## src/assert_macros.svh

```systemverilog
// Assertion macros used by the RTL of the drift profile interpolator.
`ifndef ASSERT_MACROS_SVH
`define ASSERT_MACROS_SVH

// Check a condition at every rising clock edge outside reset.
`define ASSERT_ALWAYS(label, clk, rst, expr, msg) \
   label: assert property (@(posedge clk) disable iff (rst) (expr)) else $error(msg);

// Check that a condition holds in the cycle after a trigger.
`define ASSERT_NEXT(label, clk, rst, ante, cons, msg) \
   label: assert property (@(posedge clk) disable iff (rst) (ante) |=> (cons)) else $error(msg);

`endif

```

## src/zdpi_pkg.sv

```systemverilog
// Types, widths and node tables of the zero drift profile interpolator.
`default_nettype none

package zdpi_pkg;

   localparam int TABLE_LEN = 21;
   localparam int IDX_W     = 5;    // addresses every node of the table
   localparam int TIME_W    = 32;
   localparam int LEVEL_W   = 15;
   localparam int DIFF_W    = 13;   // signed level step between neighbors
   localparam int DELTA_W   = 17;   // widest segment is 80000 ms
   localparam int PROD_W    = DIFF_W + DELTA_W + 1;
   localparam int MAG_W     = 29;   // rounded product magnitude
   localparam int QUO_W     = 12;   // quotient never exceeds the level step

   typedef logic [TIME_W-1:0]  time_type;
   typedef logic [LEVEL_W-1:0] level_type;

   localparam time_type NODE_TIME [TABLE_LEN] = '{
      32'd0,      32'd1000,   32'd2000,   32'd3000,   32'd4000,   32'd5000,
      32'd6000,   32'd8000,   32'd10000,  32'd15000,  32'd20000,  32'd30000,
      32'd45000,  32'd60000,  32'd75000,  32'd90000,  32'd120000, 32'd150000,
      32'd180000, 32'd220000, 32'd300000
   };

   localparam level_type NODE_LEVEL [TABLE_LEN] = '{
      15'd16223, 15'd15286, 15'd15200, 15'd15155, 15'd15099, 15'd15053,
      15'd15048, 15'd14953, 15'd14966, 15'd15296, 15'd15424, 15'd15614,
      15'd16016, 15'd16319, 15'd16606, 15'd16800, 15'd17670, 15'd18540,
      15'd19410, 15'd20570, 15'd22890
   };

endpackage

`default_nettype wire

```

## src/zero_drift_profile_interpolator_unit.sv

```systemverilog
// Pipelined piecewise linear lookup of the sensor zero level over elapsed time.
//
//   channel  dir  handshake           word contents (lowest bit first)
//   req      in   req_tvalid/tready   tdata[31:0]  uptime_ms
//   rsp      out  rsp_tvalid/tready   tdata[14:0]  zero_level, tdata[15] zero
//
// One word enters per cycle while rsp is not stalled; each word passes in
// order through the segment search, table read, multiply, rounding,
// a 12-stage restoring divider (one quotient bit per stage) and the
// output register. A stall on rsp freezes every stage at once, so nothing
// is dropped or repeated. Synchronous active-high reset clears the valid
// bits; payload registers carry no reset.
`default_nettype none
`include "assert_macros.svh"

module zero_drift_profile_interpolator_unit #(
   parameter int NODE_COUNT = 21
) (
   input  wire logic        clock,
   input  wire logic        reset,
   input  wire logic        req_tvalid,
   output logic             req_tready,
   input  wire logic [31:0] req_tdata,   // [31:0] uptime_ms
   output logic             rsp_tvalid,
   input  wire logic        rsp_tready,
   output logic [15:0]      rsp_tdata    // [14:0] zero_level, [15] zero
);

   localparam int NODES = (NODE_COUNT > zdpi_pkg::TABLE_LEN) ? zdpi_pkg::TABLE_LEN :
                          ((NODE_COUNT < 2) ? 2 : NODE_COUNT);
   localparam int QW    = zdpi_pkg::QUO_W;
   localparam int MW    = zdpi_pkg::MAG_W;
   localparam int DW    = zdpi_pkg::DELTA_W;

   // Whole pipe moves together; hold everything while the output word waits.
   logic adv;
   assign adv        = !rsp_tvalid || rsp_tready;
   assign req_tready = adv;

   // ---------------- stage A: segment search ----------------
   logic                         a_vld_ff, a_vld_in;
   zdpi_pkg::time_type           a_t_ff;
   logic                         a_low_ff, a_low_in;
   logic                         a_high_ff, a_high_in;
   logic [zdpi_pkg::IDX_W-1:0]   a_idx_ff, a_idx_in;

   always_comb begin
      a_vld_in  = req_tvalid;
      a_low_in  = req_tdata <= zdpi_pkg::NODE_TIME[0];
      a_high_in = req_tdata >= zdpi_pkg::NODE_TIME[NODES-1];
      // Times rise, so the last node below the input marks the segment start.
      a_idx_in  = '0;
      for (int j = 1; j < zdpi_pkg::TABLE_LEN - 1; j++) begin
         if (j <= NODES - 2 && req_tdata > zdpi_pkg::NODE_TIME[j]) begin
            a_idx_in = zdpi_pkg::IDX_W'(j);
         end
      end
   end

   // ---------------- stage B: table read ----------------
   logic                         b_vld_ff;
   zdpi_pkg::level_type          b_base_ff, b_base_in;
   logic signed [zdpi_pkg::DIFF_W-1:0] b_diff_ff, b_diff_in;
   logic [DW-1:0]                b_delta_ff, b_delta_in;
   logic [DW-1:0]                b_span_ff, b_span_in;
   zdpi_pkg::time_type           lo_time, hi_time, span_full, delta_full;
   zdpi_pkg::level_type          lo_lvl, hi_lvl;
   logic signed [zdpi_pkg::LEVEL_W:0] diff_full;
   logic [zdpi_pkg::IDX_W-1:0]   a_idx_next;

   always_comb begin
      a_idx_next = a_idx_ff + zdpi_pkg::IDX_W'(1);
      lo_time    = zdpi_pkg::NODE_TIME[a_idx_ff];
      hi_time    = zdpi_pkg::NODE_TIME[a_idx_next];
      lo_lvl     = zdpi_pkg::NODE_LEVEL[a_idx_ff];
      hi_lvl     = zdpi_pkg::NODE_LEVEL[a_idx_next];
      span_full  = hi_time - lo_time;
      delta_full = a_t_ff - lo_time;
      diff_full  = $signed({1'b0, hi_lvl}) - $signed({1'b0, lo_lvl});
      b_span_in  = span_full[DW-1:0];
      // Clamped ends run through the divider with a zero step.
      priority if (a_low_ff) begin
         b_base_in  = zdpi_pkg::NODE_LEVEL[0];
         b_diff_in  = '0;
         b_delta_in = '0;
      end else if (a_high_ff) begin
         b_base_in  = zdpi_pkg::NODE_LEVEL[NODES-1];
         b_diff_in  = '0;
         b_delta_in = '0;
      end else begin
         b_base_in  = lo_lvl;
         b_diff_in  = diff_full[zdpi_pkg::DIFF_W-1:0];
         b_delta_in = delta_full[DW-1:0];
      end
   end

   // ---------------- stage C: multiply ----------------
   logic                               c_vld_ff;
   logic signed [zdpi_pkg::PROD_W-1:0] c_prod_ff;
   zdpi_pkg::level_type                c_base_ff;
   logic [DW-1:0]                      c_span_ff;

   // ---------------- stage D: round half away from zero ----------------
   logic                               d_vld_ff;
   logic                               d_neg_ff, d_neg_in;
   logic [MW-1:0]                      d_mag_ff, d_mag_in;
   zdpi_pkg::level_type                d_base_ff;
   logic [DW-1:0]                      d_span_ff;
   logic [zdpi_pkg::PROD_W-1:0]        prod_abs;

   always_comb begin
      d_neg_in = c_prod_ff[zdpi_pkg::PROD_W-1];
      prod_abs = d_neg_in ? -c_prod_ff : c_prod_ff;
      d_mag_in = MW'(prod_abs) + MW'(c_span_ff >> 1);
   end

   // ---------------- divider: one quotient bit per stage ----------------
   logic                div_vld_ff  [QW];
   logic                div_neg_ff  [QW];
   logic [MW-1:0]       div_rem_ff  [QW];
   logic [MW-1:0]       div_rem_in  [QW];
   logic [QW-1:0]       div_quo_ff  [QW];
   logic [QW-1:0]       div_quo_in  [QW];
   logic [DW-1:0]       div_span_ff [QW];
   zdpi_pkg::level_type div_base_ff [QW];
   logic                src_vld     [QW];
   logic                src_neg     [QW];
   logic [MW-1:0]       src_rem     [QW];
   logic [QW-1:0]       src_quo     [QW];
   logic [DW-1:0]       src_span    [QW];
   zdpi_pkg::level_type src_base    [QW];

   always_comb begin
      src_vld[0]  = d_vld_ff;
      src_neg[0]  = d_neg_ff;
      src_rem[0]  = d_mag_ff;
      src_quo[0]  = '0;
      src_span[0] = d_span_ff;
      src_base[0] = d_base_ff;
      for (int k = 1; k < QW; k++) begin
         src_vld[k]  = div_vld_ff[k-1];
         src_neg[k]  = div_neg_ff[k-1];
         src_rem[k]  = div_rem_ff[k-1];
         src_quo[k]  = div_quo_ff[k-1];
         src_span[k] = div_span_ff[k-1];
         src_base[k] = div_base_ff[k-1];
      end
   end

   always_comb begin
      logic [MW-1:0] dvs;
      for (int k = 0; k < QW; k++) begin
         dvs = MW'(src_span[k]) << (QW - 1 - k);
         if (src_rem[k] >= dvs) begin
            div_rem_in[k] = src_rem[k] - dvs;
            div_quo_in[k] = src_quo[k] | (QW'(1) << (QW - 1 - k));
         end else begin
            div_rem_in[k] = src_rem[k];
            div_quo_in[k] = src_quo[k];
         end
      end
   end

   // ---------------- output: apply sign and add base ----------------
   logic                       out_vld_ff;
   logic [15:0]                out_data_ff, out_data_in;
   logic [zdpi_pkg::LEVEL_W:0] level_sum;

   always_comb begin
      if (div_neg_ff[QW-1]) begin
         level_sum = {1'b0, div_base_ff[QW-1]} - (zdpi_pkg::LEVEL_W+1)'(div_quo_ff[QW-1]);
      end else begin
         level_sum = {1'b0, div_base_ff[QW-1]} + (zdpi_pkg::LEVEL_W+1)'(div_quo_ff[QW-1]);
      end
      out_data_in = {1'b0, level_sum[zdpi_pkg::LEVEL_W-1:0]};
   end

   assign rsp_tvalid = out_vld_ff;
   assign rsp_tdata  = out_data_ff;

   // Valid bits: clear on reset, advance with the pipe.
   always_ff @(posedge clock) begin
      if (reset) begin
         a_vld_ff   <= 1'b0;
         b_vld_ff   <= 1'b0;
         c_vld_ff   <= 1'b0;
         d_vld_ff   <= 1'b0;
         out_vld_ff <= 1'b0;
         for (int k = 0; k < QW; k++) begin
            div_vld_ff[k] <= 1'b0;
         end
      end else if (adv) begin
         a_vld_ff   <= a_vld_in;
         b_vld_ff   <= a_vld_ff;
         c_vld_ff   <= b_vld_ff;
         d_vld_ff   <= c_vld_ff;
         out_vld_ff <= div_vld_ff[QW-1];
         for (int k = 0; k < QW; k++) begin
            div_vld_ff[k] <= src_vld[k];
         end
      end
   end

   // Payload: no reset, load on advance.
   always_ff @(posedge clock) begin
      if (adv) begin
         a_t_ff      <= req_tdata;
         a_low_ff    <= a_low_in;
         a_high_ff   <= a_high_in;
         a_idx_ff    <= a_idx_in;
         b_base_ff   <= b_base_in;
         b_diff_ff   <= b_diff_in;
         b_delta_ff  <= b_delta_in;
         b_span_ff   <= b_span_in;
         c_prod_ff   <= b_diff_ff * $signed({1'b0, b_delta_ff});
         c_base_ff   <= b_base_ff;
         c_span_ff   <= b_span_ff;
         d_neg_ff    <= d_neg_in;
         d_mag_ff    <= d_mag_in;
         d_base_ff   <= c_base_ff;
         d_span_ff   <= c_span_ff;
         out_data_ff <= out_data_in;
         for (int k = 0; k < QW; k++) begin
            div_neg_ff[k]  <= src_neg[k];
            div_rem_ff[k]  <= div_rem_in[k];
            div_quo_ff[k]  <= div_quo_in[k];
            div_span_ff[k] <= src_span[k];
            div_base_ff[k] <= src_base[k];
         end
      end
   end

   // ---------------- checks ----------------
   logic req_accept;
   logic clamp_ok;
   logic div_in_ok;
   logic div_out_ok;

   assign req_accept = req_tvalid && req_tready;
   assign clamp_ok   = !(a_vld_ff && a_low_ff && a_high_ff);
   assign div_in_ok  = !d_vld_ff || ((d_mag_ff >> QW) < MW'(d_span_ff));
   assign div_out_ok = !div_vld_ff[QW-1] || (div_rem_ff[QW-1] < MW'(div_span_ff[QW-1]));

   `ASSERT_NEXT(a_accept_fills_stage, clock, reset, req_accept, a_vld_ff, "word lost at stage A")
   `ASSERT_ALWAYS(a_clamp_exclusive, clock, reset, clamp_ok, "both clamp flags set")
   `ASSERT_ALWAYS(div_input_fits, clock, reset, div_in_ok, "dividend overflows quotient width")
   `ASSERT_ALWAYS(div_rem_below_span, clock, reset, div_out_ok, "remainder not below span")

endmodule

`default_nettype wire
```

## config.mk

```make
export PLATFORM = sky130hd
export DESIGN_NAME = zero_drift_profile_interpolator_unit
export DESIGN_NICKNAME = d
export VERILOG_FILES = /design/src/zdpi_pkg.sv /design/src/zero_drift_profile_interpolator_unit.sv
export VERILOG_INCLUDE_DIRS = /design/src /design/src/src
export SDC_FILE = /design/constraint.sdc
export NUM_CORES = 2
export LEC_CHECK = 0
export BUFFER_PORTS_ARGS = -buffer_cell sky130_fd_sc_hd__buf_2
export CAP_MARGIN = 20
export CELL_PAD_IN_SITES_DETAIL_PLACEMENT = 2
export CELL_PAD_IN_SITES_GLOBAL_PLACEMENT = 2
export CORE_UTILIZATION = 38
export CTS_BUF_LIST = sky130_fd_sc_hd__clkbuf_4 sky130_fd_sc_hd__clkbuf_8 sky130_fd_sc_hd__clkbuf_16
export CTS_CLUSTER_SIZE = 30
export DETAILED_ROUTE_END_ITERATION = 8
export HOLD_SLACK_MARGIN = 0.15
export MAX_ROUTING_LAYER = met4
export PLACE_DENSITY = 0.7
export SLEW_MARGIN = 25
export SYNTH_ARGS = -nofsm -noshare
export SYNTH_HDL_FRONTEND = slang
export SYNTH_SLANG_ARGS = --single-unit
```

## constraint.sdc

```tcl
create_clock -name clock -period 26.8 [get_ports clock]
set_input_delay 2.68 -clock clock [delete_from_list [all_inputs] [get_ports clock]]
set_output_delay 2.68 -clock clock [all_outputs]
set_load 0.02 [all_outputs]
```

# Word level (Yosys, flattened, before mapping)
# Memory sizes are Yosys's and may differ from the RTL's. A register that Yosys moved wholly into a read port is not among the register bits.
# Index checks and enable logic that the tools add are counted.
# totals
in_bits	36
rom_bits	3008
mem_count	10
mem_bits_rw	900
ff_bits	230
# op_classes
addsub	20
n_lt_le_gt_ge	35
n_mul	1
n_mux	71
reduce_logical	5
bitwise_logic	14
# memory_table
memory	depth	word_bits	rd	rd_ports_with_merged_regs	write_ports	line_no	rtl
(name not given)	32	32	1	0	0	zero_drift_profile_interpolator_unit.sv:74	hi_time = zdpi_pkg::NODE_TIME[a_idx_next];
(name not given)	32	32	1	0	0	zero_drift_profile_interpolator_unit.sv:73	lo_time = zdpi_pkg::NODE_TIME[a_idx_ff];
(name not given)	32	15	1	0	0	zero_drift_profile_interpolator_unit.sv:76	hi_lvl = zdpi_pkg::NODE_LEVEL[a_idx_next];
(name not given)	32	15	1	0	0	zero_drift_profile_interpolator_unit.sv:75	lo_lvl = zdpi_pkg::NODE_LEVEL[a_idx_ff];
div_rem_ff	12	29	11	0	12	zero_drift_profile_interpolator_unit.sv:120	logic [MW-1:0] div_rem_ff [QW];
div_span_ff	12	17	11	0	12	zero_drift_profile_interpolator_unit.sv:124	logic [DW-1:0] div_span_ff [QW];
+4 memories	-	-	-	-	-	-	
# op_table
operator	n
29-bit 2-to-1 mux	13
32-bit by 13-bit > comparator with 1-bit output, second input constant	3
32-bit by 17-bit > comparator with 1-bit output, second input constant	3
32-bit by 18-bit > comparator with 1-bit output, second input constant	3
17-bit 2-to-1 mux	4
32-bit by 12-bit > comparator with 1-bit output, second input constant	2
32-bit by 14-bit > comparator with 1-bit output, second input constant	2
32-bit by 15-bit > comparator with 1-bit output, second input constant	2
32-bit by 16-bit > comparator with 1-bit output, second input constant	2
15-bit 2-to-1 mux	4
4-bit 2-to-1 mux	9
17-bit subtractor	2
32-bit by 19-bit >= comparator with 1-bit output, second input constant	1
32-bit by 10-bit > comparator with 1-bit output, second input constant	1
32-bit by 11-bit > comparator with 1-bit output, second input constant	1
32-bit by 1-bit <= comparator with 1-bit output, second input constant	1
13-bit by 18-bit multiplier with 31-bit output	1
29-bit by 16-bit adder with 29-bit output	1
29-bit by 17-bit >= comparator with 1-bit output	1
29-bit by 18-bit >= comparator with 1-bit output	1
29-bit by 19-bit >= comparator with 1-bit output	1
29-bit by 20-bit >= comparator with 1-bit output	1
29-bit by 21-bit >= comparator with 1-bit output	1
29-bit by 22-bit >= comparator with 1-bit output	1
other kinds (42)	85

# Depth between registers and ports, before layout
# logic_depth
depth_word	19
depth_mapped	23

# Least setup slack after synthesis
# Ideal clock, no wire load.
# synth_timing
path_kind	input-to-output
from	in rsp_tready
to	out req_tready
n_path_buf	1
arrival_ns	21.440
path_stages	3
setup_slack_ns	2.680
required_ns	24.120
cell_sequence	nor2b_1 clkbuf_1 inv_1
# synth_via
elab_chain_cells	1
# synth_rtl
element	line_no	rtl
start: declaration	zero_drift_profile_interpolator_unit.sv:25	input wire logic rsp_tready,
1-bit logical OR	zero_drift_profile_interpolator_unit.sv:37	assign adv = !rsp_tvalid || rsp_tready;
end: declaration	zero_drift_profile_interpolator_unit.sv:22	output logic req_tready,
# No other way between the ends.

# Worst setup path in the final report
# layout_timing
from	reg b_diff_ff[12] (netlist name)
to	reg c_prod_ff[30] (netlist name) (data pin)
# layout_via
elab_chain_cells	1
# layout_rtl
element	line_no	rtl
start: declaration	zero_drift_profile_interpolator_unit.sv:63	logic signed [zdpi_pkg::DIFF_W-1:0] b_diff_ff, b_diff_in;
start signal: assignment	zero_drift_profile_interpolator_unit.sv:212	b_diff_ff <= b_diff_in;
13-bit by 18-bit multiplier with 31-bit output	zero_drift_profile_interpolator_unit.sv:215	c_prod_ff <= b_diff_ff * $signed({1'b0, b_delta_ff});
end signal: assignment	zero_drift_profile_interpolator_unit.sv:215	
end: declaration	zero_drift_profile_interpolator_unit.sv:99	logic signed [zdpi_pkg::PROD_W-1:0] c_prod_ff;
# No other way between the ends.
# A chain may end at the register's enable or synchronous reset.

==> summary.txt <==
CLOCKING
----------------------------------------------------------------------------------------
Root Driver                                                                 sky130_fd_sc_hd__clkbuf_16
Total setup buffers inserted after CTS                                                 0
Clock latency on the worst-skew pair                                             0.75 ns
CTS Buffer Depth                                                                       3
TritonCTS clock tree                                                                done
Number of buffers inserted during clock tree synthesis                               112
CTS Hold Bufs                                                                          0
Sinks on Clock Net                                                                   976
CTS clk-pin slew, worst paths                                                    0.06 ns
H-tree depth                                                                           3
Resize count post-CTS                                                                  0

YOSYS
----------------------------------------------------------------------------------------
Netlist cell types                                                                    98
Top_reg_cell synth                                                          sky130_fd_sc_hd__edfxtp_1
Post-Synthesis Cell Area                                                       54700 µm²
Mapped Nets                                                                         5163
Largest family of logic cells by synthesized area                            adder cells
Synth Area in Compound Gates                                                       0.103
Register bit count reported by yosys                                                 976
Adder-cell area share of the yosys netlist                                         0.150
Number of instances in the synthesized netlist                                      4580
Synthesized-area fraction occupied by and/or/nand/nor cells                        0.118
Yosys warning total                                                                    0
Number of enable-type register cells in the synthesized netlist                      971
Post-synthesis mux area share                                                    0.00971
Sequential-to-total area share from yosys stat                                     0.534
Share of synthesized flip-flops with an asynchronous set or reset                      0
Xor and xnor fraction of the mapped netlist area                                  0.0477
Syn_area_per_cell                                                               12.0 µm²

CELLS AND AREA
----------------------------------------------------------------------------------------
Footprint of the flip-flops and latches                                        29300 µm²
Post-route core utilization                                                        0.428
Commonest non-fill, non-tap cells in the layout                             sky130_fd_sc_hd__edfxtp_1 (971), sky130_fd_sc_hd__inv_1 (404), sky130_fd_sc_hd__ha_1 (365)
Number of standard cells in the final layout excluding fillers                      6630
Area occupied by multi-input gates                                             23500 µm²
Proportion of layout cells with a drive suffix above 1                            0.0755
Number of inserted filler cells in the final layout                                14.6k
Most common library cell in the layout ignoring fill and taps               sky130_fd_sc_hd__edfxtp_1
Nets                                                                                5228
Area grow syn2layout                                                               11.3%
Non-Filler Cell Area, Final                                                    60900 µm²

POWER AND IR DROP
----------------------------------------------------------------------------------------
Static leakage                                                                   25.5 nW
Largest voltage drop on the vdd net                                              49.9 µV
Total power density per cell area                                            64.0 nW/µm²

FLOORPLANNING
----------------------------------------------------------------------------------------
I/O Pins                                                                              54
Die outline height                                                                382 µm
Starting utilization of the core area                                              0.385
Chip Width                                                                        382 µm
Area inside the core boundary                                                 142000 µm²
Placement Rows                                                                       138
Total die area                                                                146000 µm²

WORST HOLD PATH
----------------------------------------------------------------------------------------
Min-delay src                                                               c_base_ff[4]
Capture endpoint of the worst hold path                                     d_base_ff[4]
Hold path cells                                                                        0
Min-Delay Path Class                                                             reg2reg

STA
----------------------------------------------------------------------------------------
Endpoints failing hold                                                                 0
Setup repair after global routing missed its margin                                false
Final-report max-slew violation count                                                  0
Final Critical Period                                                            7.07 ns
Summed negative setup slack over all endpoints                                      0 ns
Measured slew at the worst slew-check pin                                        1.07 ns
Portion of the clock cycle consumed by the worst path in the final layout          0.264
Final Setup Violations                                                                 0
Skew final                                                                     0.0598 ns
Max-Slew Margin vs Limit                                                           0.281
Maximum clock frequency                                                        0.141 GHz

WORST SETUP PATH
----------------------------------------------------------------------------------------
Internal reg-to-reg setup slack                                                 19.73 ns
Cell type of the slowest stage on the worst timing path                     sky130_fd_sc_hd__edfxtp_1
Critical-path cell list                                                     nand2b_1, fa_1, fa_1, inv_1, fa_1, fa_1, fa_1, fa_1, ha_1, a21o_1, a221oi_1, o21ba_2, o31ai_1, a211oi_1, o41ai_1, o41ai_1, xnor2_1
Longest individual stage delay on the worst path                                 0.84 ns
Setup CP Type                                                                    reg2reg
Critical path data required time                                                27.28 ns
Worst setup startpoint                                                      b_diff_ff[12]
CP max FO                                                                             19
Reg2reg path depth                                                                    17
Start of the worst register-to-register path                                b_diff_ff[12]
Most numerous cell on the critical path                                     sky130_fd_sc_hd__fa_1
Endpoint of the worst-slack reg-to-reg timing path                          c_prod_ff[30]
Crit start category                                                             register
Worst endpoint data arrival time                                                 7.55 ns
Element type at the critical path end                                           register

STATUS
----------------------------------------------------------------------------------------
Status                                                                      finished, final reports clean

JOB
----------------------------------------------------------------------------------------
Max Cap Violations                                                                     0

GRT
----------------------------------------------------------------------------------------
Global-route wire length before repair                                            246 mm
Overall Global Routing Usage                                                       0.226
Gr ovfl total                                                                          0
Vias in the first global route                                                     40.2k
Pin count of the biggest net entering global routing                                 159
Antenna violations before repair                                                       3

ROUTE
----------------------------------------------------------------------------------------
Wire length reported by the detailed router                                       159 mm
Detailed Routing Iterations Pass 1                                                     5
Detailed-route wire length per cell                                              24.0 µm
Via-per-instance ratio                                                              5.39
Vias                                                                               35.8k
Total DRC errors in the routed layout                                                  0
Number of DRC violations after detailed-routing iteration 0                         1854
Antenna violation net count after detailed routing                                     0

PLACED DESIGN
----------------------------------------------------------------------------------------
DP Cell Count                                                                       6421
RD Place Congestion                                                                0.862
Port bufs                                                                             52
Area post-placement                                                            57100 µm²
Placed wire-length estimate after detailed placement                              120 mm

[through the flow]
| stage | worst slack [ns] | hold WS, ns | power (mW) |
|---|---|---|---|
| after floorplan | 2.68 | 0.400 | 2.22 |
| after global placement | 19.93 | 0.401 | 2.34 |
| after detailed placement | 19.72 | 0.405 | 2.36 |
| after CTS | 19.66 | 0.411 | 3.95 |
| after global routing | 19.28 | 0.423 | 4.05 |
| final | 19.73 | 0.410 | 3.90 |
[how the worst max path moves through the flow]
stage                                to  slack, ns  depth (start not counted)
after floorplan              req_tready       2.68                          3
after global placement    c_prod_ff[30]      19.93                         17
after detailed placement  c_prod_ff[30]      19.72                         17
after CTS                 c_prod_ff[30]      19.66                         17
after global routing      c_prod_ff[30]      19.28                         17
final                     c_prod_ff[30]      19.73                         17
[final cells by class]
cell class | count | share of cell area
antenna | 1 | 0.0000411
clock buffer | 131 | 0.0489
clock inverter | 77 | 0.0128
inverter | 407 | 0.0252
multi-input combinational | 3069 | 0.386
sequential | 976 | 0.480
tap | 1890 | 0.0388
timing repair buffer | 79 | 0.00828
[synthesized netlist by cell type (all sizes together) (68+ instances only)]
cell	number	share of area
xor2	105	0.017
clkbuf	113	0.0077
inv	406	0.028
edfxtp	971	0.53
xnor2	193	0.031
fa	182	0.067
ha	365	0.083
a21oi	276	0.025
o21ai	195	0.018
nand2	353	0.024
nor2	314	0.022
nor3	98	0.0090
a21o	68	0.0093
and2	133	0.015
[cells by family after synthesis]
group | count (synthesis)
adder cells (fa/ha/maj) | 547
multiplexers | 47
XOR/XNOR | 298
other | 1
buffers and inverters | 535
AND/OR/NAND/NOR | 1301
AO/OA/AOI/OAI | 875
flip-flops | 976
[flip-flops by register name, summed over array words and instances (netlist names), 15 cells and up]
name and count:
a_t_ff 17, b_base_ff 15, b_delta_ff 17, c_base_ff 15
c_prod_ff 30, d_base_ff 15, d_mag_ff 29, div_base_ff 180
div_quo_ff 78, div_rem_ff 319, div_span_ff 154, rsp_tdata 15
[critical path: cells and delay by family, from the launching register on]
kind	cells	cell delay, ns
compound gates	7	2.17
fa+ha+maj	7	3.41
simple gates	1	0.19
buf+inv	1	0.06
flops	1	0.84
xor+xnor	1	0.11
[power breakdown]
group | internal (mW) | switching (mW)
logic | 0.205 | 0.277
clock network | 0.912 | 0.656
registers | 1.79 | 0.0620
total | 2.90 | 0.995
[routing by layer]
metal	vias to the layer above	share of wire	track usage	routed length (µm)
li1	16600	-	-	-
met1	18500	0.40	0.254	64000
met2	452	0.55	0.423	87200
met3	210	0.023	0.0207	3600
met4	0	0.027	0.0638	4220
met5	-	0	-	0
(Power assumes the default switching activity.)
